## config.mk

```make
export PLATFORM = sky130hd
export DESIGN_NAME = edd_diff
export DESIGN_NICKNAME = d
export VERILOG_FILES = /design/src/design/edd_pkg.sv /design/src/design/edd_diff.sv
export SDC_FILE = /design/constraint.sdc
export NUM_CORES = 1
export LEC_CHECK = 0
export ABC_AREA = 1
export BUFFER_PORTS_ARGS = -buffer_cell sky130_fd_sc_hd__buf_2
export CORE_MARGIN = 5
export CORE_UTILIZATION = 55
export DETAILED_ROUTE_END_ITERATION = 12
export GPL_TIMING_DRIVEN = 0
export PLACE_DENSITY = 0.76
export SYNTH_ARGS = -nofsm -noshare
export SYNTH_HDL_FRONTEND = slang
export SYNTH_SLANG_ARGS = --single-unit
export TNS_END_PERCENT = 100
```

## constraint.sdc

```tcl
create_clock -name clk -period 22.6 [get_ports clk]
set_input_delay 4.52 -clock clk [delete_from_list [all_inputs] [get_ports clk]]
set_output_delay 4.52 -clock clk [all_outputs]
set_load 0.01 [all_outputs]
```

## src/design/edd_pkg.sv

```systemverilog
`timescale 1ns / 1ps
// shared types, constants and helpers for the error diffusion dither unit
// no dependencies
package edd_pkg;

  localparam int MAX_WIDTH  = 2048;
  localparam int MAX_HEIGHT = 2048;

  localparam int COL_W  = $clog2(MAX_WIDTH);
  localparam int ROW_W  = $clog2(MAX_HEIGHT);
  localparam int WM_W   = COL_W + 1;
  localparam int DIM_W  = 12;
  localparam int EXT_W  = (DIM_W > COL_W + 1) ?
                          ((DIM_W > ROW_W + 1) ? DIM_W : ROW_W + 1) :
                          ((COL_W > ROW_W) ? COL_W + 1 : ROW_W + 1);
  localparam int GRAY_W = 8;
  localparam int FRAC_W = 4;
  localparam int ERR_W  = 16;
  localparam int SUM_W  = ERR_W + 2;
  localparam int E_W    = ERR_W + 1;
  localparam int P_W    = E_W + 3;
  localparam int CFG_IDX_W = 1;

  typedef enum logic [CFG_IDX_W-1:0] {
    REG_IMAGE_WIDTH  = 1'b0,
    REG_IMAGE_HEIGHT = 1'b1
  } cfg_reg_t;

  localparam logic [DIM_W-1:0] WIDTH_RESET  = 12'd512;
  localparam logic [DIM_W-1:0] HEIGHT_RESET = 12'd512;

  localparam logic signed [ERR_W-1:0] THRESH    = 16'sd2032;  // 127.0
  localparam logic signed [ERR_W-1:0] WHITE_OFS = 16'sd4080;  // 255.0
  localparam logic signed [ERR_W-1:0] ERR_MAX   = 16'sh7fff;
  localparam logic signed [ERR_W-1:0] ERR_MIN   = 16'sh8000;

  typedef logic signed [ERR_W-1:0] err_t;

  // position of one pixel inside the frame
  typedef struct packed {
    logic [COL_W-1:0] x;
    logic             first_col;
    logic             frame_start;
    logic             last_col;
    logic             last_row;
  } pos_t;

  // one write into the next-row error store
  typedef struct packed {
    logic             en;
    logic [COL_W-1:0] addr;
    err_t             data;
  } err_wr_t;

  function automatic err_t sat16(input logic signed [SUM_W-1:0] v);
    err_t r;
    if (v > SUM_W'(ERR_MAX)) begin
      r = ERR_MAX;
    end else if (v < SUM_W'(ERR_MIN)) begin
      r = ERR_MIN;
    end else begin
      r = ERR_W'(v);
    end
    return r;
  endfunction

endpackage

```

## src/design/edd_diff.sv

```systemverilog
`timescale 1ns / 1ps
// threshold and error spreading for one pixel, with the in-row carry registers
// depends on edd_pkg
module edd_diff import edd_pkg::*; (
  input  logic              clk,
  input  logic              rst_n,
  input  logic              proc,
  input  pos_t              pos,
  input  logic [GRAY_W-1:0] gray,
  input  err_t              row_err,
  output logic              white,
  output err_wr_t           wr_prim,
  output err_wr_t           wr_last
);

  err_t                    right_carry_r, right_carry_nxt;
  err_t                    pend_dl_r, pend_dl_nxt;
  err_t                    pend_d_r, pend_d_nxt;
  err_t                    rc, pdl, pd;
  err_t                    v1, v;
  logic signed [E_W-1:0]   e;
  logic signed [P_W-1:0]   ex, p7, p3, p5;
  err_t                    d7, d3, d5, d1;
  logic                    spread;

  always_comb begin
    rc  = pos.first_col ? '0 : right_carry_r;
    pdl = pos.first_col ? '0 : pend_dl_r;
    pd  = pos.first_col ? '0 : pend_d_r;

    v1    = sat16($signed(SUM_W'({gray, {FRAC_W{1'b0}}})) + SUM_W'(rc));
    v     = sat16(SUM_W'(v1) + SUM_W'(row_err));
    white = v > THRESH;
    e     = white ? (E_W'(v) - E_W'(WHITE_OFS)) : E_W'(v);

    // shares by shift and add, floored by the arithmetic shift
    ex = P_W'(e);
    p7 = (ex <<< 3) - ex;
    p3 = (ex <<< 1) + ex;
    p5 = (ex <<< 2) + ex;
    spread = !pos.last_row && !pos.first_col && !pos.last_col;
    d7 = spread ? ERR_W'(p7 >>> FRAC_W) : '0;
    d3 = spread ? ERR_W'(p3 >>> FRAC_W) : '0;
    d5 = spread ? ERR_W'(p5 >>> FRAC_W) : '0;
    d1 = spread ? ERR_W'(ex >>> FRAC_W) : '0;

    pend_dl_nxt     = proc ? sat16(SUM_W'(pd) + SUM_W'(d5)) : pend_dl_r;
    pend_d_nxt      = proc ? d1 : pend_d_r;
    right_carry_nxt = proc ? d7 : right_carry_r;

    wr_prim.en   = proc && !pos.first_col;
    wr_prim.addr = pos.x - COL_W'(1);
    wr_prim.data = sat16(SUM_W'(pdl) + SUM_W'(d3));

    wr_last.en   = proc && pos.last_col;
    wr_last.addr = pos.x;
    wr_last.data = sat16(SUM_W'(pd) + SUM_W'(d5));
  end

  always_ff @(posedge clk) begin
    if (!rst_n) begin
      right_carry_r <= '0;
      pend_dl_r     <= '0;
      pend_d_r      <= '0;
    end else begin
      right_carry_r <= right_carry_nxt;
      pend_dl_r     <= pend_dl_nxt;
      pend_d_r      <= pend_d_nxt;
    end
  end

endmodule

```

==> results of run 1 <==
## area by class of cell
cell class	instances	area (um2)	share of cell area
Multi-Input combinational cell	1074	6280	0.693
Sequential cell	45	901	0.0994
Inverter	210	788	0.0869
Timing Repair Buffer	97	485	0.0535
Tap cell	184	230	0.0254
Buffer	40	229	0.0253
Clock buffer	5	125	0.0138
Clock inverter	3	25.0	0.00276
## per-stage QoR
stage / hold WS [ns] / util / cells / instance area [um2] / setup slack, ns
2_1_floorplan: 0.445 / - / 1369 / 8200 / 4.28
3_3_place_gp: 0.454 / 0.611 / 1650 / 8920 / 1.92
3_5_place_dp: 0.456 / 0.611 / 1650 / 8920 / 1.87
4_1_cts: 0.466 / 0.622 / 1658 / 9070 / 1.76
5_1_grt: 0.488 / 0.622 / 1658 / 9070 / 0.556
6_report: 0.468 / 0.622 / 1658 / 9070 / 1.58
## Yosys cell counts (all sizes together), types with 2 or more instances
cell    number
nor3b        2
dfxtp       45
nand4       17
a22oi        2
o21ai       65
inv        207
nor2       143
buf         19
a211oi       4
a31oi        3
o31ai        2
a21oi      154
ha         103
nand3b       5
xor2        38
o21a         2
a21boi       3
xnor2       16
nand3       80
fa           4
o211ai       4
a21o         5
clkinv       3
nor3        26
nor4         2
o21bai      17
clkbuf      21
nand2      351
and2         3
or2         17
## worst min path at each step
| stage | startpoint | end | cells past startpoint |
|---|---|---|---|
| floorplan | pend_d_r[0] | pend_d_r[0] | 2 |
| global placement | pend_d_r[3] | pend_d_r[3] | 2 |
| detailed placement | pend_d_r[2] | pend_d_r[2] | 2 |
| CTS | pend_d_r[2] | pend_d_r[2] | 2 |
| global route | pend_d_r[8] | pend_d_r[8] | 2 |
| finish | pend_d_r[6] | pend_d_r[6] | 2 |
## report_power, final
part | switching (mW) | leakage [nW] | total, mW | internal (mW)
Combinational | 0.459 | 4.42 | 0.702 | 0.243
Clock | 0.0349 | 0.0708 | 0.0767 | 0.0418
Sequential | 0.00206 | 0.367 | 0.0864 | 0.0844
Total | 0.496 | 4.86 | 0.865 | 0.369
## routing by layer
| metal | up-vias | track usage | part of all wire |
|---|---|---|---|
| met5 | - | 0 | 0 |
| met4 | 0 | 0.0691 | 0.024 |
| met3 | 34 | 0.0221 | 0.060 |
| met2 | 244 | 0.408 | 0.44 |
| met1 | 3942 | 0.353 | 0.48 |
| li1 | 4656 | - | - |
## kinds of logic after synthesis
kind of cell               Yosys count
and+or+nand+nor                    648
AOI/OAI and AO/OA                  265
buffers and inverters              250
adders and majority gates          107
xor gates and xnor gates            54
DFF                                 45
## worst reg2reg max path, delay by kind of cell, from the launching register on
family / cells / cell delay (ns)
xor gates and xnor gates: 2 / 0.68
and+or+nand+nor: 34 / 3.70
AOI/OAI and AO/OA: 17 / 3.14
buffers and inverters: 15 / 1.63
adders and majority gates: 6 / 1.72
DFF: 1 / 0.33
## flip-flops by register name, indices dropped and copies added (netlist names)
name and flops:
pend_dl_r 16, right_carry_r 16, pend_d_r 13
==> impl_metrics.yaml, run 1 <==
clock_tree:
  root_buffer: "clkbuf_16"
  cts_max_path_buffers: 2
  cts_made_buffers: 5
  hold_buffers: 0
  ctsResizeCount: 0
  clk_pin_slew_ns: 0.07
  cts_htree_levels: 2
  cts_tree: "yes"
  clock_latency_ns: 0.30
  post-cts-setup-buffers: 0
  cts.sinks: 45
routing:
  ant_nets: 0
  vias: 8876
  wirelength_um: 22700
  dr.pass1.iters: 8
  wl_per_cell_um: 13.7
  drcViolationCount: 0
  viasPerCell: 5.35
  drtIter0Drc: 748
pwr:
  power_uw: 865
  p_leak_nw: 4.86
  p_per_area_mw_per_mm2: 95.4
  peakVddDrop_v: 0.0000848
timing:
  rsz0062_at_grt: "false"
  fmax_mhz: 47.6
  drv_slew: 0
  finalCritPeriodShare: 0.930
  setup_violations: 0
  relSlewSlack: 0.568
  tightest_slew_ns: 0.647
  min_period_ns: 21.02
  fin_setup_tns_ns: 0
  final-hold-violation-count: 0
  skew_ns: 0.00550
grt:
  grt_overflow: 0
  grt_pass1_wl_um: 37300
  grt_max_degree: 17
  grt.total_usage: 0.250
  grt_pass1_vias: 7957
  antenna_found_initial: 0
synthesis:
  synth_adder_area_share: 0.167
  ys_warn_count: 0
  synthSimpleGateAreaFrac: 0.358
  synth_top_area_frac: 0.157
  synth_xor_area_frac: 0.0600
  synth_cells: 1369
  synth-compound-area-share: 0.181
  synth_top_area_cell: "ha_1"
  ys_types: 56
  synth_edf_count: 0
  ys_top_cells_by_area: "ha_1, nand2_1, dfxtp_1"
  synthMuxAreaShare: 0
  synth_top_family_by_area: "simple AND/OR/NAND/NOR gates"
  synthArstFlopShare: 0
  ys_ff_latch: 45
  synthFlopType: "dfxtp_1"
  syn_avg_cell_area_um2: 5.99
  mappedNetlistNets: 1518
  yosysSeqAreaShare: 0.110
  syn_area_mm2: 0.00820
critical_path:
  path_delay_family: "simple AND/OR/NAND/NOR gates"
  crit_slowest_cell: "xor2_1"
  endpoint: "wr_last[9]"
  path_max_fanout: 10
  crit_top_cell: "nand2_1"
  crit_cells: 75
  r2r_end: "pend_dl_r[3]"
  worstSetupPathType: "in2out"
  r2r_slack_ns: 11.32
  endpoint_kind: "primary output"
  crit_buf_inv: 17
  r2r_cells: 74
  critPathLaunchType: "primary input"
  critPathMaxStageDelay_ns: 0.54
  critPathRequiredTime_ns: 18.08
  r2r_start: "right_carry_r[4]"
  crit_arrival_ns: 16.50
  crit_path_start: "pos[3]"
cells_and_area:
  final_net_count: 1622
  drive_gt1_frac: 0.155
  antennaDiodeCount: 0
  areaGrowthSynthToFinish_pct: 10.6
  fillers: 1497
  final_cell_mix: "nand2_1, inv_1, a21oi_1"
  final_common_cell: "nand2_1"
placed_design:
  portBuffers: 97
  dp_hpwl_um: 19000
  gp_congestion: 0.939
floorplanning:
  dieWidth_um: 132
  ios: 99
  die_area_mm2: 0.0175
  start_util: 0.562
  rows: 44
  core_area_mm2: 0.0146
  die_y_um: 132
min_path:
  min_path_type: "reg2reg"
status:
  status: "completed"
run:
  maxCapViolations: 0
Power figures use the tool's default switching activity.
==> run 2: changes to the inputs <==
Settings changed: CORE_MARGIN 5 to 4.
==> impl_metrics.yaml, run 2 (synthesized netlist as in run 1, its figures left out) <==
pwr:
  switching_share: 0.574
  peakVddDrop_v: 0.0000800
  p_leak_nw: 4.86
  seqPwrFrac: 0.100
  p_int_uw: 369
  power_uw: 867
  p_per_area_mw_per_mm2: 95.6
  p_switching_uw: 497
  clockPowerShare: 0.089
  comb_power_share: 0.812
status:
  status: "completed"
routing:
  dr.pass1.iters: 6
  ant_nets: 0
  wirelength_um: 22500
  viasPerCell: 5.36
  drtIter0Drc: 633
  vias: 8885
  drcViolationCount: 0
  wl_per_cell_um: 13.6
min_path:
  min_from: "right_carry_r[1]"
  min_path_type: "reg2reg"
  holdPathStages: 2
  whs_endpoint: "right_carry_r[1]"
clock_tree:
  cts_made_buffers: 5
  hold_buffers: 0
  cts_tree: "yes"
  clk_pin_slew_ns: 0.06
  root_buffer: "clkbuf_16"
  ctsResizeCount: 0
  cts.sinks: 45
  cts_max_path_buffers: 2
  clock_latency_ns: 0.30
  cts_htree_levels: 2
  post-cts-setup-buffers: 0
grt:
  grt_overflow: 0
  antenna_found_initial: 0
  grt_pass1_wl_um: 36200
  grt_pass1_vias: 7840
  grt.total_usage: 0.261
  grt_max_degree: 17
run:
  maxCapViolations: 0
critical_path:
  crit_arrival_ns: 16.49
  crit_top_cell: "nand2_1"
  worstSetupPathType: "in2out"
  crit_buf_inv: 17
  r2r_start: "right_carry_r[4]"
  path_delay_family: "simple AND/OR/NAND/NOR gates"
  critPathMaxStageDelay_ns: 0.54
  critPathLaunchType: "primary input"
  r2r_slack_ns: 11.41
  crit_slowest_cell: "xor2_1"
  r2r_end: "pend_dl_r[8]"
  r2r_cells: 74
  endpoint_kind: "primary output"
  critPathRequiredTime_ns: 18.08
  path_max_fanout: 10
floorplanning:
  dieWidth_um: 130
  start_util: 0.562
  die_y_um: 130
  rows: 44
  die_area_mm2: 0.0169
  core_area_mm2: 0.0146
  ios: 99
timing:
  skew_ns: 0.00614
  setup_violations: 0
  finalCritPeriodShare: 0.930
  final-hold-violation-count: 0
  drv_slew: 0
  fin_setup_tns_ns: 0
  relSlewSlack: 0.561
  tightest_slew_ns: 0.657
  hold_ws_ns: 0.465
  fin_ws_ns: 1.59
  fmax_mhz: 47.6
  min_period_ns: 21.01
  rsz0062_at_grt: "false"
placed_design:
  dp_hpwl_um: 18800
  place_ws_ns: 1.84
  portBuffers: 97
  gp_congestion: 0.945
  dpl.cell_count: 1650
cells_and_area:
  stdcell_count: 1658
  final_cell_mix: "nand2_1, inv_1, a21oi_1"
  antennaDiodeCount: 0
  reg_top3: "pend_dl_r (16), right_carry_r (16), pend_d_r (13)"
  areaGrowthSynthToFinish_pct: 10.6
  final_common_cell: "nand2_1"
  final_net_count: 1622
  drive_gt1_frac: 0.155
-- run 2: cell count changes in the layout (fill, tap and decap cells not counted), sizes merged --
cell and delta:
clkinv +1, inv -1
-- run 2: worst max path at each step --
stage	startpoint	depth (start not counted)	endpoint
after floorplan	pos[3]	63	wr_prim[10]
after global placement	pos[3]	75	wr_last[9]
after detailed placement	pos[3]	75	wr_last[8]
after CTS	pos[3]	75	wr_last[8]
after global routing	pos[3]	75	wr_last[10]
final	pos[3]	75	wr_last[9]
-- run 2: layout make-up --
cell class | count | area [um2]
tap | 184 | 230
clock inverter | 3 | 25.0
fill | 1502 | 5520
clock buffer | 5 | 125
multi-input combinational | 1074 | 6280
timing repair buffer | 97 | 485
inverter | 210 | 788
buffer | 40 | 229
sequential | 45 | 901
-- run 2: power groups by stage --
stage,logic (mW),registers [mW],clock network [mW]
2_1_floorplan,0.537,0.0877,0
6_report,0.703,0.0865,0.0768
4_1_cts,0.688,0.0865,0.0777
5_1_grt,0.787,0.0870,0.0804
3_5_place_dp,0.684,0.0883,0
3_3_place_gp,0.677,0.0882,0
-- run 2: worst min-delay path, cell delays in order (launching register included) --
cell and delay [ns]:
dfxtp_1 0.31, nand2_1 0.06, a21oi_1 0.05
-- run 2: metal layers --
| layer | vias to the layer above | routed length, um | track usage |
|---|---|---|---|
| met5 | - | 0 | 0 |
| met4 | 0 | 418 | 0.0672 |
| li1 | 4660 | - | - |
| met3 | 32 | 1480 | 0.0250 |
| met2 | 244 | 9860 | 0.429 |
| met1 | 3949 | 10800 | 0.367 |
-- run 2: through the flow --
stage | cell area [um2] | util
detailed placement | 8920 | 0.611
global placement | 8920 | 0.611
CTS | 9070 | 0.622
global route | 9070 | 0.622
finish | 9070 | 0.622
floorplan | 8200 | -
