==> config.mk <==
export PLATFORM = sky130hd
export DESIGN_NAME = edd_pos
export DESIGN_NICKNAME = d
export VERILOG_FILES = /design/src/design/edd_pkg.sv /design/src/design/edd_pos.sv
export SDC_FILE = /design/constraint.sdc
export NUM_CORES = 1
export LEC_CHECK = 0
export BUFFER_PORTS_ARGS = -buffer_cell sky130_fd_sc_hd__buf_2
export CORE_MARGIN = 2
export CORE_UTILIZATION = 24
export DETAILED_ROUTE_END_ITERATION = 12
export GPL_TIMING_DRIVEN = 1
export PLACE_DENSITY_LB_ADDON = 0.05
export SLEW_MARGIN = 20
export SYNTH_ARGS = -nofsm -noshare
export SYNTH_HDL_FRONTEND = slang
export SYNTH_SLANG_ARGS = --single-unit
==> constraint.sdc <==
create_clock -name clk -period 4.85 [get_ports clk]
set_clock_uncertainty 0.05 [all_clocks]
set_input_delay 0 -clock clk [delete_from_list [all_inputs] [get_ports clk]]
set_output_delay 0 -clock clk [all_outputs]
set_load 0.005 [all_outputs]
==> src/design/edd_pkg.sv <==
`timescale 1ns / 1ps
// shared types, constants and helpers for the error diffusion dither unit
// no dependencies
package edd_pkg;

  localparam int MAX_WIDTH  = 2048;
  localparam int MAX_HEIGHT = 2048;

  localparam int COL_W  = $clog2(MAX_WIDTH);
  localparam int ROW_W  = $clog2(MAX_HEIGHT);
  localparam int WM_W   = COL_W + 1;
  localparam int DIM_W  = 12;
  localparam int EXT_W  = (DIM_W > COL_W + 1) ?
                          ((DIM_W > ROW_W + 1) ? DIM_W : ROW_W + 1) :
                          ((COL_W > ROW_W) ? COL_W + 1 : ROW_W + 1);
  localparam int GRAY_W = 8;
  localparam int FRAC_W = 4;
  localparam int ERR_W  = 16;
  localparam int SUM_W  = ERR_W + 2;
  localparam int E_W    = ERR_W + 1;
  localparam int P_W    = E_W + 3;
  localparam int CFG_IDX_W = 1;

  typedef enum logic [CFG_IDX_W-1:0] {
    REG_IMAGE_WIDTH  = 1'b0,
    REG_IMAGE_HEIGHT = 1'b1
  } cfg_reg_t;

  localparam logic [DIM_W-1:0] WIDTH_RESET  = 12'd512;
  localparam logic [DIM_W-1:0] HEIGHT_RESET = 12'd512;

  localparam logic signed [ERR_W-1:0] THRESH    = 16'sd2032;  // 127.0
  localparam logic signed [ERR_W-1:0] WHITE_OFS = 16'sd4080;  // 255.0
  localparam logic signed [ERR_W-1:0] ERR_MAX   = 16'sh7fff;
  localparam logic signed [ERR_W-1:0] ERR_MIN   = 16'sh8000;

  typedef logic signed [ERR_W-1:0] err_t;

  // position of one pixel inside the frame
  typedef struct packed {
    logic [COL_W-1:0] x;
    logic             first_col;
    logic             frame_start;
    logic             last_col;
    logic             last_row;
  } pos_t;

  // one write into the next-row error store
  typedef struct packed {
    logic             en;
    logic [COL_W-1:0] addr;
    err_t             data;
  } err_wr_t;

  function automatic err_t sat16(input logic signed [SUM_W-1:0] v);
    err_t r;
    if (v > SUM_W'(ERR_MAX)) begin
      r = ERR_MAX;
    end else if (v < SUM_W'(ERR_MIN)) begin
      r = ERR_MIN;
    end else begin
      r = ERR_W'(v);
    end
    return r;
  endfunction

endpackage

==> src/design/edd_pos.sv <==
`timescale 1ns / 1ps
// raster position counters with clamping of the frame size registers
// depends on edd_pkg
module edd_pos import edd_pkg::*; (
  input  logic             clk,
  input  logic             rst_n,
  input  logic             accept,
  input  logic [DIM_W-1:0] image_width,
  input  logic [DIM_W-1:0] image_height,
  output pos_t             pos
);

  logic [COL_W-1:0] column_count_r, column_count_nxt;
  logic [ROW_W-1:0] row_count_r, row_count_nxt;
  logic [COL_W-1:0] last_x;
  logic [ROW_W-1:0] last_y;
  logic [EXT_W-1:0] w_ext, h_ext;
  logic [COL_W-1:0] x;
  logic [ROW_W-1:0] y;

  always_comb begin
    w_ext = EXT_W'(image_width);
    h_ext = EXT_W'(image_height);
    // zero acts as one, oversize acts as the maximum
    if (image_width == '0) begin
      last_x = '0;
    end else if (w_ext > EXT_W'(MAX_WIDTH)) begin
      last_x = COL_W'(MAX_WIDTH - 1);
    end else begin
      last_x = COL_W'(w_ext - EXT_W'(1));
    end
    if (image_height == '0) begin
      last_y = '0;
    end else if (h_ext > EXT_W'(MAX_HEIGHT)) begin
      last_y = ROW_W'(MAX_HEIGHT - 1);
    end else begin
      last_y = ROW_W'(h_ext - EXT_W'(1));
    end
    x = (column_count_r >= last_x) ? last_x : column_count_r;
    y = (row_count_r >= last_y) ? last_y : row_count_r;
    pos.x           = x;
    pos.first_col   = (x == '0);
    pos.frame_start = (x == '0) && (y == '0);
    pos.last_col    = (x == last_x);
    pos.last_row    = (y == last_y);
  end

  always_comb begin
    column_count_nxt = column_count_r;
    row_count_nxt    = row_count_r;
    if (accept) begin
      if (pos.last_col) begin
        column_count_nxt = '0;
        row_count_nxt    = pos.last_row ? '0 : y + ROW_W'(1);
      end else begin
        column_count_nxt = x + COL_W'(1);
        row_count_nxt    = y;
      end
    end
  end

  always_ff @(posedge clk) begin
    if (!rst_n) begin
      column_count_r <= '0;
      row_count_r    <= '0;
    end else begin
      column_count_r <= column_count_nxt;
      row_count_r    <= row_count_nxt;
    end
  end

endmodule

==> flow_summary.ini, run 1 <==
[final_layout]
layout_overhead_on_the_synthesized_area_pct = 14.9
layout.cells.most_common = inv_1
fill_cell_count = 1592
mostFrequentLayoutCells = 46 x inv_1, 44 x nand2_1, 41 x buf_2
final_nets = 589
post_route_cells_drive_above_1_share_pct = 13.7
n_antenna_cell = 0
area_occupied_by_multi_input_gates_sq_mm = 0.00274
layout.area.seq_sq_um = 440

[sta]
relSlewSlack_pct = 53.1
layout_min_cycle_time_ps = 4350
number_of_failing_hold_endpoints_at_the_final_stage = 0
worst_pin_slew_ps = 698
layout_setup_ws_ps = 497
fin_tns_setup_ps = 0
report.final.slew_viol_count = 0
fmax_mhz = 230
grt_setup_unrepaired = no
fin_crit_sh_pct = 89.8
final-setup-viol-count = 0

[floorplan]
die_h_microns = 124
design.core.area_sq_mm = 0.0140
fp-row-count = 43
floorplan.die_area_sq_mm = 0.0155
dieWidth_microns = 124
initial_utilization_pct = 24.8
top_level_ports = 42

[yosys]
synthFlopType = dfxtp_1
synth-warning-count = 0
asyncSetResetFlopFracSynth_pct = 0
synth.avg_cell_area_sq_um = 6.91
mappedNetlistNets = 557
synth-edff-count = 0
sequential_share_of_the_synthesized_area_pct = 12.7
synth.ff_latch_count = 22
synthDistinctLibCells = 67
synth_area_sq_mm = 0.00347
syn_inst = 503

[cts]
clkLatencyLatePin_ps = 270
cts_resized = 0
cts_root_buffer = clkbuf_16
cts_inserted_buffers = 3
tritoncts = built
cts_hold_buffers = 0
htreeDepth = 1
ctsLongestPathBuffers = 2
cts_post_setup_buffers_inserted = 0
cts.sinks = 22
post_cts_clock_slew_at_the_launch_and_capture_registers_of_the_worst_setup_and_hold_paths_ps = 70

[global_route]
grt_usage_pct = 15.5
grt_remaining_overflow = 0
antenna_found_initial = 0
global_route_wire_length_before_repair_mm = 19.6
vias_in_the_first_global_route = 3631
maximum_number_of_pins_on_one_net_before_global_route_repair = 29

[drt]
detail_route.wirelength_mm = 12.1
drt-initial-drc-count = 113
drcViolationCount = 0
vias = 3695
antenna_violating_nets_post_route = 0
route.detailed.vias_per_inst = 5.18
firstDrtPassIters = 4
drt-wirelength-per-cell_microns = 16.9

[critical_path]
cp_data_arrival_time_ps = 4300
crit_path_cell_trace = buf_2 > inv_1 > ha_1 > or4b_2 > nor4_2 > a21oi_1 > a21oi_1 > inv_1 > ha_1 > nor2b_1 > o21ai_0 > a21oi_1 > o21ai_4 > buf_4 > nand2_1 > o21ai_1 > nand4_1 > nor4_1 > and3_1 > buf_2
cp.required_ps = 4800
cp-start-kind = input pin
worst-setup-path-type = input pin to primary output
timing.critical_path.mode_cell = a21oi_1
worst-path-max-fanout = 20
cp_slowest_stage_delay_ps = 710
crit_buf_inv = 5
worstSetupEndpointType = primary output
timing.critical_path.max_delay_family = simple AND/OR/NAND/NOR gates
critical-path-slowest-cell = or4b_2

[status]
status = finished, final reports clean

[pwr]
p_seq_share_pct = 31.6
total_switching_power_uw = 201
power-per-cell-area_mw_per_mm2 = 156
cellInternalPower_uw = 422
pwr-share-clk_pct = 39.1
share_comb_of_total_power_pct = 29.3
switching_share_pct = 32.3
static-leakage-power_uw = 0.00175
irDropWorstVdd_mv = 0.113

[placed_design]
globalplace.congestion = 0.797
worst_setup_slack_post_dpl_ps = 134
io_buffer_count = 41
half_perimeter_wire_length_after_placement_mm = 9.75

[run]
max_cap_viols = 0

[hold_path]
min_path_type = input pin to flip-flop
-- layout make-up --
class	instances	share of cell area, %
clock buffers	3	1.88
clock inverters	1	0.752
inverters	47	4.54
multi-input cells	407	68.6
flip-flops and latches	22	11.0
well taps	180	5.64
repair buffers	54	7.58
-- sequential cells by signal, indices dropped and copies added, names as in the netlist --
signal,cells
column_count_r,11
row_count_r,11
-- cells in the mapped netlist (11+ instances only) --
cell type	instances	area share (%)
dfxtp_1	22	13
a21oi_1	35	5.0
nor3_1	14	2.0
o21ai_0	36	5.2
clkbuf_1	19	2.1
nor2_1	37	4.0
ha_1	27	9.7
nand2_1	44	4.8
nand4_1	11	2.0
nand3_1	23	3.3
mux2i_1	19	5.5
inv_1	46	5.0
xnor2_1	11	2.8
-- kinds of logic after synthesis --
logic type / share of synthesized area [%]
xor gates and xnor gates: 5.29
muxes: 6.77
AOI/OAI and AO/OA: 27.6
buffers and inverters: 9.18
DFF: 12.7
adders and majority gates: 10.6
and+or+nand+nor: 27.9
-- routing by layer --
metal	vias up	share of wire, %	global-route usage (%)
met5	-	0	0
met4	0	1.5	2.31
met3	12	2.5	2.58
met2	58	49	27.7
met1	1720	47	19.8
li1	1905	-	-
-- power groups by stage --
stage,clock [uW],sequential [uW],combinational [uW]
3_3_place_gp,0,202,183
6_report,243,197,182
4_1_cts,248,197,183
3_5_place_dp,0,202,182
5_1_grt,257,198,207
2_1_floorplan,0,195,120
-- stage by stage --
stage | utilization [%] | instances | hold WS (ps) | total power [uW] | area (sq um)
floorplan | - | 503 | 269 | 315 | 3470
global placement | 27.7 | 710 | 398 | 385 | 3870
detailed placement | 27.7 | 710 | 399 | 384 | 3870
CTS | 28.4 | 714 | 116 | 629 | 3970
global route | 28.5 | 714 | 148 | 663 | 3990
finish | 28.5 | 714 | 124 | 622 | 3990
-- final timing paths --
kind | startpoint | endpoint | slack [ps] | cells past startpoint
hold reg to reg | column_count_r[8]$_SDFFE_PN0P_ | column_count_r[8]$_SDFFE_PN0P_ | 530 | 2
setup reg to reg | row_count_r[0]$_SDFFE_PN0P_ | row_count_r[8]$_SDFFE_PN0P_ | 1570 | 12
hold / removal | rst_n | column_count_r[9]$_SDFFE_PN0P_ | 120 | 2
setup / recovery | image_height[0] | pos[2] | 500 | 20
Power figures use the tool's default switching activity.
==> run 2: changes to the inputs <==
Settings changed: BUFFER_PORTS_ARGS -buffer_cell sky130_fd_sc_hd__buf_2 to not set, CTS_CLUSTER_SIZE set to 16, DONT_BUFFER_PORTS set to 1, MAX_ROUTING_LAYER set to met4.
==> flow_summary.ini, run 2 (synthesized netlist as in run 1, its figures left out) <==
[hold_path]
whs_endpoint = column_count_r[9]$_SDFFE_PN0P_
holdCritStartpoint = accept
min_path_cells = 3
min_path_type = input pin to flip-flop

[drt]
detail_route.wirelength_mm = 12.4
antenna_violating_nets_post_route = 0
firstDrtPassIters = 4
route.detailed.vias_per_inst = 5.34
vias = 3589
drcViolationCount = 0
drt-wirelength-per-cell_microns = 18.4
drt-initial-drc-count = 151

[sta]
final-setup-viol-count = 0
layout_min_cycle_time_ps = 4440
grt_setup_unrepaired = no
fin_tns_setup_ps = 0
report.final.slew_viol_count = 0
whs_ps = 8.68
fmax_mhz = 225
layout_setup_ws_ps = 405
relSlewSlack_pct = 43.4
worst_pin_slew_ps = 846
number_of_failing_hold_endpoints_at_the_final_stage = 0
fin_crit_sh_pct = 91.6

[critical_path]
worst-r2r-setup-slack_ps = 1120
cp-start-kind = input pin
r2r.worst_path.cells = 14
critical_path.reg2reg.startpoint = column_count_r[0]$_SDFFE_PN0P_
worstSetupEndpointType = flip-flop
cp_data_arrival_time_ps = 4550
critical_r2r_capture = row_count_r[4]$_SDFFE_PN0P_
setup.worst_path.start = image_width[0]
worst-path-max-fanout = 12
worst-setup-path-type = input pin to flip-flop
cp.required_ps = 4950

[placed_design]
globalplace.congestion = 0.861
io_buffer_count = 0
half_perimeter_wire_length_after_placement_mm = 9.68
worst_setup_slack_post_dpl_ps = 311

[final_layout]
reg.largest.list = column_count_r (11), row_count_r (11)
post_route_cells_drive_above_1_share_pct = 5.49
mostFrequentLayoutCells = 46 x inv_1, 44 x nand2_1, 36 x nor2_1
layout.cells.most_common = inv_1
final_nets = 547
layout_overhead_on_the_synthesized_area_pct = 8.28
n_antenna_cell = 0
finish.utilization_pct = 26.9

[cts]
tritoncts = built
cts_inserted_buffers = 3
cts_root_buffer = clkbuf_16
post_cts_clock_slew_at_the_launch_and_capture_registers_of_the_worst_setup_and_hold_paths_ps = 70
cts_post_setup_buffers_inserted = 0
htreeDepth = 1
cts.sinks = 22
clkLatencyLatePin_ps = 260
ctsLongestPathBuffers = 2

[status]
status = finished, final reports clean

[pwr]
static-leakage-power_uw = 0.00155
finalPower_uw = 554
irDropWorstVdd_mv = 0.110
power-per-cell-area_mw_per_mm2 = 147

[floorplan]
floorplan.die_area_sq_mm = 0.0155
initial_utilization_pct = 24.8
fp-row-count = 43
die_h_microns = 124
design.core.area_sq_mm = 0.0140
top_level_ports = 42
dieWidth_microns = 124

[global_route]
global_route_wire_length_before_repair_mm = 20.0
antenna_found_initial = 0
grt_remaining_overflow = 0
vias_in_the_first_global_route = 3565
maximum_number_of_pins_on_one_net_before_global_route_repair = 29
grt_usage_pct = 16.4

[run]
max_cap_viols = 0
run 2: changes by cell type in the layout (fill, tap and decap cells not counted), sizes merged:
cell,before,now
buf,54,9
clkbuf,3,4
bufinv,1,0
dlygate4sd3,0,3
run 2: through the flow:
step / cells / area (sq um)
after floorplan: 503 / 3470
after global placement: 665 / 3630
after detailed placement: 665 / 3630
after CTS: 672 / 3750
after global routing: 672 / 3760
final: 672 / 3760
run 2: how the worst max path moves through the flow:
stage                                             end  slack (ps)  depth (start not counted)
final                     row_count_r[4]$_SDFFE_PN0P_         410                         18
after CTS                 row_count_r[4]$_SDFFE_PN0P_         180                         23
after detailed placement  row_count_r[8]$_SDFFE_PN0P_         310                         22
after global routing      row_count_r[4]$_SDFFE_PN0P_          90                         23
after floorplan           row_count_r[8]$_SDFFE_PN0P_         240                         24
after global placement    row_count_r[8]$_SDFFE_PN0P_         250                         22
run 2: what timing repair did:
item,in CTS,in global routing
hold buffers,3,0
hold endpoints to repair,17,0
gates resized for setup,0,4
setup endpoints to repair,0,1
run 2: layer usage:
layer | routed length (microns) | up-vias | share of wire (%) | GRT usage, %
li1 | - | 1818 | - | -
met1 | 5640 | 1704 | 46 | 20.0
met2 | 6220 | 54 | 50 | 28.9
met3 | 346 | 13 | 2.8 | 2.58
met4 | 157 | 0 | 1.3 | 2.64
met5 | 0 | - | 0 | -
run 2: where the power goes:
| part | internal, uW | total [uW] | switching [uW] |
|---|---|---|---|
| clock | 126 | 205 | 78.7 |
| sequential | 186 | 197 | 11.0 |
| combinational | 62.0 | 152 | 90.2 |
run 2: final cells by class:
| cell class | instances | area (sq um) |
|---|---|---|
| fill | 1556 | 10200 |
| multi-input combinational | 407 | 2730 |
| sequential | 22 | 440 |
| tap | 180 | 225 |
| inverter | 47 | 181 |
| timing repair buffer | 12 | 101 |
| clock buffer | 4 | 88.8 |
run 2: worst max-delay path, cell delays in order:
cell and delay, ps:
inv_1 70, ha_1 290, nor3b_1 430, nand3_1 180
maj3_1 470, ha_1 300, nand2b_1 140, a21o_1 170
a21oi_1 230, o2111ai_1 190, a31oi_1 200, buf_4 180
o41a_1 430, buf_4 310, nor3_1 80, a22oi_1 170
a31oi_1 100, dlygate4sd3_1 600
==> run 3: changes to the inputs <==
Settings changed: REMOVE_ABC_BUFFERS set to 1.
==> flow_summary.ini, run 3 (synthesized netlist as in run 1, its figures left out) <==
[global_route]
maximum_number_of_pins_on_one_net_before_global_route_repair = 26
antenna_found_initial = 0
vias_in_the_first_global_route = 3585
global_route_wire_length_before_repair_mm = 19.7
grt_remaining_overflow = 0
grt_usage_pct = 16.1

[sta]
fmax_mhz = 235
fin_crit_sh_pct = 87.8
report.final.slew_viol_count = 0
worst_pin_slew_ps = 939
layout_min_cycle_time_ps = 4260
relSlewSlack_pct = 37.2
layout_setup_ws_ps = 591
whs_ps = 32.4
grt_setup_unrepaired = no
final-setup-viol-count = 0
number_of_failing_hold_endpoints_at_the_final_stage = 0

[critical_path]
cp.required_ps = 4960
worst-path-max-fanout = 12
worst_setup_path_endpoint = row_count_r[10]$_SDFFE_PN0P_
critical_r2r_capture = column_count_r[10]$_SDFFE_PN0P_
worst-r2r-setup-slack_ps = 1520
setup.worst_path.start = image_height[0]
r2r.worst_path.cells = 13
cp_data_arrival_time_ps = 4370
critical_path.reg2reg.startpoint = column_count_r[0]$_SDFFE_PN0P_
cp-start-kind = input pin
worst-setup-path-type = input pin to flip-flop
worstSetupEndpointType = flip-flop

[final_layout]
finish.utilization_pct = 27.0
layout.cells.most_common = inv_1
design_area_sq_mm = 0.00378
fill_cell_count = 1587
final_nets = 551
n_antenna_cell = 0
post_route_cells_drive_above_1_share_pct = 6.25
instances_no_fill = 676
mostFrequentLayoutCells = 46 x inv_1, 44 x nand2_1, 37 x nor2_1
layout_overhead_on_the_synthesized_area_pct = 8.79
reg.largest.list = column_count_r (11), row_count_r (11)

[cts]
cts.sinks = 22
ctsLongestPathBuffers = 2
cts_post_setup_buffers_inserted = 0
clkLatencyLatePin_ps = 260
post_cts_clock_slew_at_the_launch_and_capture_registers_of_the_worst_setup_and_hold_paths_ps = 70
cts_inserted_buffers = 3
cts_root_buffer = clkbuf_16
htreeDepth = 1
tritoncts = built

[placed_design]
io_buffer_count = 0
detailed_place.area_sq_mm = 0.00367
worst_setup_slack_post_dpl_ps = -12.2
globalplace.congestion = 0.820
placedCellCount = 670
half_perimeter_wire_length_after_placement_mm = 9.65

[pwr]
share_comb_of_total_power_pct = 27.6
cellInternalPower_uw = 375
switching_share_pct = 32.3
total_switching_power_uw = 179
irDropWorstVdd_mv = 0.130
power-per-cell-area_mw_per_mm2 = 146
static-leakage-power_uw = 0.00157
p_seq_share_pct = 35.5
pwr-share-clk_pct = 36.9

[run]
max_cap_viols = 0

[drt]
antenna_violating_nets_post_route = 0
detail_route.wirelength_mm = 12.1
vias = 3629
drt-wirelength-per-cell_microns = 18.0
drt-met1-wl_mm = 5.34
dr.max_layer_used = met4
routed-wl-met3_microns = 335
drt-initial-drc-count = 162
drcViolationCount = 0
route.met2.wl_mm = 6.27
route.detailed.vias_per_inst = 5.37
firstDrtPassIters = 4

[floorplan]
top_level_ports = 42
fp-row-count = 43
initial_utilization_pct = 24.8
dieWidth_microns = 124
floorplan.die_area_sq_mm = 0.0155
die_h_microns = 124
design.core.area_sq_mm = 0.0140

[hold_path]
min_path_type = input pin to flip-flop

[status]
status = finished, final reports clean
-- run 3: cell count changes in the layout (fill, tap and decap cells not counted) --
cell,previous run,this run
buf_4,8,14
buf_6,1,0
dlygate4sd3_1,3,2
nor2_1,36,37
nor2_2,1,0
or4b_2,0,1
or4b_4,1,0
-- run 3: stage by stage --
stage                     power, uW  setup TNS, ps
after floorplan                 304          -3540
after global placement          350          -63.8
after detailed placement        347          -12.2
after CTS                       562              0
after global routing            592              0
final                           554              0
-- run 3: layout make-up --
type | instances | area [sq um] | area share, %
Clock buffer | 4 | 88.8 | 2.35
Multi-Input combinational cell | 407 | 2720 | 71.9
Sequential cell | 22 | 440 | 11.7
Tap cell | 180 | 225 | 5.96
Inverter | 47 | 181 | 4.80
Timing Repair Buffer | 16 | 125 | 3.31
-- run 3: critical path: stages --
cell and delay [ps]:
inv_1 50, ha_1 240, or4b_2 710, o311ai_1 610
inv_1 140, ha_1 320, a21o_1 160, a21o_1 170
a21oi_1 210, o21ai_2 190, o21ai_0 420, ha_1 270
inv_1 60, nor2_1 250, nand4_1 170, xor2_1 180
a22o_1 210
-- run 3: how the worst min path moves through the flow --
stage	from	cells past startpoint	slack, ps	end
6_report	accept	3	30	column_count_r[9]$_SDFFE_PN0P_
5_1_grt	accept	2	70	row_count_r[10]$_SDFFE_PN0P_
4_1_cts	accept	3	30	column_count_r[9]$_SDFFE_PN0P_
3_5_place_dp	accept	1	60	row_count_r[5]$_SDFFE_PN0P_
3_3_place_gp	accept	1	60	row_count_r[0]$_SDFFE_PN0P_
2_1_floorplan	accept	1	50	row_count_r[0]$_SDFFE_PN0P_
-- run 3: layer usage --
| layer | global-route usage, % | up-vias |
|---|---|---|
| li1 | - | 1830 |
| met1 | 18.7 | 1727 |
| met2 | 29.3 | 56 |
| met3 | 2.66 | 16 |
| met4 | 3.11 | 0 |
| met5 | - | - |
-- run 3: repair_timing --
item                       4_1_cts  5_1_grt
hold buffers                     2        0
gates resized for setup          0        1
hold endpoints to repair        17        0
setup endpoints to repair        0        4
-- run 3: power groups by stage --
stage	Sequential (uW)	Clock, uW	Combinational, uW
global placement	201	0	149
global route	198	220	175
floorplan	196	0	108
detailed placement	201	0	146
CTS	197	211	154
finish	197	204	153
